<file path="src/mssel_pkg.sv">
// ----------------------------------------------------------------------------
// mssel_pkg: shared definitions for the masked subset select engine
// Command codes, register indexes, fixed field widths and the pipeline
// control bundle passed between the top level and its controller.
// ----------------------------------------------------------------------------
package mssel_pkg;

  // Fixed widths of the transaction fields.
  localparam int unsigned FIELD_W    = 64;
  localparam int unsigned CMD_W      = 3;
  localparam int unsigned POS_W      = 6;
  localparam int unsigned IDX_W      = 8;
  localparam int unsigned CNT_W      = 7;
  localparam int unsigned CFG_IDX_W  = 1;
  localparam int unsigned CFG_DATA_W = 64;

  // Default number of mask bits in use.
  localparam int unsigned DEF_MASK_BITS = 64;

  // Bits per group of the two-level prefix count.
  localparam int unsigned GRP_BITS = 8;

  // Register stages between the input and the output port.
  localparam int unsigned NUM_STAGES = 7;

  typedef enum logic [CMD_W-1:0] {
    CMD_FIRST    = 3'd0,
    CMD_NEXT     = 3'd1,
    CMD_SELECT   = 3'd2,
    CMD_RANK     = 3'd3,
    CMD_POPCOUNT = 3'd4
  } cmd_e;

  typedef enum logic [CFG_IDX_W-1:0] {
    CFG_SUPERSET = 1'b0,
    CFG_SIZE     = 1'b1
  } cfg_reg_e;

  typedef struct packed {
    logic [NUM_STAGES-1:0] en;
    logic [NUM_STAGES-1:0] vld;
  } pipe_ctrl_t;

endpackage

</file>
<file path="src/mssel_pipe_ctrl.sv">
// ----------------------------------------------------------------------------
// mssel_pipe_ctrl: valid tracking and stage enables
// Keeps one valid bit per register stage and works out which stages may
// load this cycle, so that bubbles close up and a stalled output holds.
// ----------------------------------------------------------------------------
module mssel_pipe_ctrl (
  input  logic                  clk_i,
  input  logic                  rst_ni,
  input  logic                  in_valid_i,
  input  logic                  out_stall_i,
  output mssel_pkg::pipe_ctrl_t ctrl_o
);
  import mssel_pkg::*;

  localparam int unsigned LAST = NUM_STAGES - 1;

  logic [NUM_STAGES-1:0] vld_q, vld_d;
  logic [NUM_STAGES-1:0] en;

  // A stage may load when it is empty or when the stage after it moves on.
  always_comb begin
    en[LAST] = !vld_q[LAST] || !out_stall_i;
    for (int i = int'(LAST) - 1; i >= 0; i--) begin
      en[i] = !vld_q[i] || en[i+1];
    end
  end

  always_comb begin
    vld_d    = vld_q;
    if (en[0]) begin
      vld_d[0] = in_valid_i;
    end
    for (int i = 1; i < int'(NUM_STAGES); i++) begin
      if (en[i]) begin
        vld_d[i] = vld_q[i-1];
      end
    end
  end

  always_ff @(posedge clk_i or negedge rst_ni) begin
    if (!rst_ni) begin
      vld_q <= '0;
    end else begin
      vld_q <= vld_d;
    end
  end

  assign ctrl_o.en  = en;
  assign ctrl_o.vld = vld_q;

  // Input backpressure only appears when every stage is full and the output is stalled.
  a_stall_only_full: assert property (@(posedge clk_i) disable iff (!rst_ni)
    !en[0] |-> ((&vld_q) && out_stall_i))
    else $error("input stalled while the pipeline has a bubble");

  // A stage is only held while it carries a transaction.
  a_hold_only_valid: assert property (@(posedge clk_i) disable iff (!rst_ni)
    ((~en & ~vld_q) == '0))
    else $error("empty stage held");

  // Transactions in flight change only by acceptance and delivery.
  a_count_kept: assert property (@(posedge clk_i) disable iff (!rst_ni)
    $past(rst_ni) |-> ($countones(vld_q) == $past($countones(vld_q))
      + $past(int'(in_valid_i && en[0])) - $past(int'(vld_q[LAST] && !out_stall_i))))
    else $error("transaction lost or duplicated in the pipeline");

endmodule

</file>
<file path="config.mk">
export PLATFORM = sky130hd
export DESIGN_NAME = mssel_pipe_ctrl
export DESIGN_NICKNAME = d
export VERILOG_FILES = /design/src/mssel_pkg.sv /design/src/mssel_pipe_ctrl.sv
export SDC_FILE = /design/constraint.sdc
export NUM_CORES = 1
export LEC_CHECK = 0
export ABC_AREA = 0
export BUFFER_PORTS_ARGS = -buffer_cell sky130_fd_sc_hd__buf_2
export CELL_PAD_IN_SITES_DETAIL_PLACEMENT = 0
export CELL_PAD_IN_SITES_GLOBAL_PLACEMENT = 1
export CORE_AREA = 2 2 39 41
export DETAILED_ROUTE_END_ITERATION = 7
export DIE_AREA = 0 0 41 43
export GPL_TIMING_DRIVEN = 0
export PLACE_DENSITY = 0.69
export SKIP_LAST_GASP = 1
export SLEW_MARGIN = 20
export SYNTH_ARGS = -nofsm -noshare
export SYNTH_HDL_FRONTEND = slang
export SYNTH_SLANG_ARGS = --single-unit
</file>
<file path="constraint.sdc">
create_clock -name clk_i -period 1.5 [get_ports clk_i]
set_input_delay 0.3 -clock clk_i [delete_from_list [all_inputs] [get_ports clk_i]]
set_output_delay 0.3 -clock clk_i [all_outputs]
set_load 0.01 [all_outputs]
</file>
== Yosys cells after proc, flatten, opt, wreduce, memory -nomap -nowiden ==
Cells that the tools add are included.

* Register bits after elaboration: 7
* Latch bits: 0
* Memory bits (writable): 0
* ROM bits: 0
* Bits of input ports: 4
* Output and inout bits: 14
* Logic and storage cells: 22
* Memories kept: 0

* Add/sub/neg operators: 0
* Multipliers: 0
* Divide/modulo/power cells: 0
* Magnitude comparators: 0
* Equal/unequal tests: 0
* Shifts and indexed selects: 0
* Muxes and demuxes: 0
* Bitwise logic cells: 0
* Reductions and logical operators: 15

{| class="wikitable"
|+ Operators by type and width
! cell !! count
|-
| $logic_not 1->1 || 8
|-
| $logic_or 1x1->1 || 7
|}

== Longest topological paths before layout ==
* Depth after elaboration: 8
* Gate-level depth with buffers: 4
* Gate-level depth less buffers: 3

== Worst setup path after synthesis ==
No wires, ideal clock.

* Kind: register to output
* Start point: reg vld_q[6]
* End point: out ctrl_o[9] in the netlist's numbering
* Arrival time: 864 ps
* Data required time: 1200 ps
* Slack: 336 ps
* Cell stages (with the launch flop): 4
* Buffers on the path: 1
* Cells stage by stage: dfrtp_1 and4_4 buf_6 nand3_1

{| class="wikitable"
|+ RTL lines
! element !! line !! source
|-
| start, declared || mssel_pipe_ctrl.sv:17 || <nowiki>logic [NUM_STAGES-1:0] vld_q, vld_d;</nowiki>
|-
| start signal, assigned || mssel_pipe_ctrl.sv:44 || <nowiki>vld_q <= vld_d;</nowiki>
|-
| end, declared || mssel_pipe_ctrl.sv:11 || <nowiki>output mssel_pkg::pipe_ctrl_t ctrl_o</nowiki>
|}

==> results_dict.tcl <==
set metrics [dict create \
    combPwrFrac 0.294 \
    crit_fanout 9 \
    nets 52 \
    rsz0062_at_grt "false" \
    clockRootBuffer "clkbuf_4" \
    port_buffers 17 \
    cts_sinks 7 \
    synth-seq-area-share 0.614 \
    largest_registers "vld_q (7)" \
    pin_count 18 \
    outcome "completed" \
    cp-end-kind "primary output" \
    critPathKind "register to primary output" \
    first_global_vias 253 \
    hold_path.class "input port to register" \
    worstRegToRegCells 2 \
    seq_power_share 0.417 \
    initial_core_util 0.206 \
    drv_slew 0 \
    hold_path_depth 2 \
    synth_cell_type_count 10 \
    die_w_um 41 \
    grt.overflow.total 0 \
    nFillCells 145 \
    dieArea_mm2 0.00176 \
    setup_violations 0 \
    max_cap_violations 0 \
    drc 0 \
    power.internal_uw 406 \
    drive_gt1_frac 0.532 \
    largest-register "vld_q" \
    worst_ep_required_time_ps 1200 \
    dp_slack_ps 261 \
    grt_usage 0.0973 \
    routed_via_density 4.30 \
    htree_levels 1 \
    syn_avg_cell_area_um2 11.9 \
    fin_skew_ps 0.706 \
    antenna_found_initial 0 \
    num_rows 14 \
    largest_reg_flops 7 \
    slew_headroom 0.891 \
    insertion_delay_ps 250 \
    wl_per_cell_um 10.9 \
    clock_power_share 0.288 \
    cts_made_buffers 3 \
    fin_hold_ws_ps 240 \
    placed_cell_area_um2 390 \
    clk_pin_slew_ps 50 \
    synth_nets 28 \
    p_per_area_mw_per_mm2 1360 \
    finalCritPeriodShare 0.952 \
    area_growth_pct 53.1 \
    p_switching_uw 188 \
    final_cells 63 \
    leakage_uw 0.000202 \
    ys_ff_latch 7 \
    synthCells 24 \
    fp.coreArea_mm2 0.00138 \
    dp_hpwl_um 467 \
    finalHoldViolCount 0 \
    die_h_um 43 \
    antenna_left 0 \
    synth_area_um2 285 \
    worstSetupStartpointType "register" \
    drt-initial-drc-count 1 \
    vias 271 \
    grt_pass1_wl_um 1020 \
    clock.fmax_mhz 700 \
    period_needed_ps 1430 \
    clockBufferDepth 2 \
    globalplace.congestion 0.593 \
    first_pass_iters 2 \
    switching_share 0.316 \
    fin_ws_ps 71.5 \
    ys_warn_count 0 \
    wirelength_um 689 \
    worst_ep_arrival_time_ps 1130 \
    setup_tns_ps 0 \
    cts_tree "built" \
    vdd.ir_drop.worst_mv 0.524 \
    dpl.cell_count 57 \
    grt_max_degree 10 \
    worst_pin_slew_ps 163 \
    fin_area_um2 437 \
    antennaDiodeCount 0 \
]
path summary, 6_finish.rpt:
path	startpoint	endpoint	slack, ps
max	vld_q[5]	ctrl_o[9]	70
min	in_valid_i	vld_q[0]	240
max reg2reg	vld_q[5]	vld_q[2]	560
min reg2reg	vld_q[4]	vld_q[5]	500
max in group asynchronous	rst_ni	vld_q[3]	910
min in group asynchronous	rst_ni	vld_q[5]	420
worst max-delay path, cell delays in order, from the launching register on:
cell and delay [ps]:
dfrtp_1 350, and4_4 300, nand3_1 90, buf_2 140
layout make-up:
type | count | area (µm²) | share of cell area
sequential | 7 | 176 | 0.404
timing repair buffer | 20 | 110 | 0.252
clock buffer | 4 | 26.3 | 0.0602
tap | 16 | 20.0 | 0.0458
multi-input combinational | 15 | 100 | 0.229
inverter | 1 | 3.75 | 0.00860
repair_timing:
| action | CTS | global route |
|---|---|---|
| resized for setup | 0 | 2 |
| hold buffers | 1 | 0 |
| gates cloned | 0 | 0 |
| setup buffers | 2 | 0 |
| endpoints found under the hold margin | 7 | 0 |
| endpoints found under the setup margin | 3 | 4 |
synthesized netlist by cell type:
library cell	count	share of area
dfrtp_1	7	0.61
inv_1	1	0.013
a31o_1	2	0.061
nand3_1	3	0.053
a21o_1	2	0.053
nand2_1	3	0.039
and3_1	1	0.022
and4_4	1	0.039
nand2b_1	3	0.066
buf_6	1	0.039
stage by stage:
step	utilization	total power (µW)
after floorplan	-	344
after global placement	0.282	418
after detailed placement	0.282	417
after CTS	0.319	611
after global routing	0.316	637
final	0.316	594
routing by layer:
layer / GRT usage / wire length, µm
met5: 0 / 0
met4: 0.0600 / 0
met3: 0.0785 / 103
met2: 0.125 / 278
met1: 0.106 / 307
power groups by stage:
stage | combinational, µW | sequential, µW | clock, µW
after floorplan | 84.7 | 259 | 0
after global placement | 168 | 250 | 0
after detailed placement | 167 | 250 | 0
after CTS | 183 | 245 | 183
after global routing | 192 | 253 | 192
final | 175 | 248 | 171
kinds of logic after synthesis:
logic type / after synthesis / share of synthesized area
buffers and inverters: 2 / 0.0526
AND/OR/NAND/NOR: 11 / 0.219
AO/OA/AOI/OAI: 4 / 0.114
flip-flops: 7 / 0.614
cell usage in the layout, fill, tap and decap left out, types with 2 or more instances in the layout:
| master | count |
|---|---|
| a21o_1 | 2 |
| a31o_1 | 2 |
| buf_2 | 17 |
| buf_4 | 2 |
| clkbuf_4 | 3 |
| dfrtp_1 | 6 |
| nand2_1 | 3 |
| nand2b_1 | 3 |
| nand3_1 | 3 |
Power figures use the tool's default switching activity.
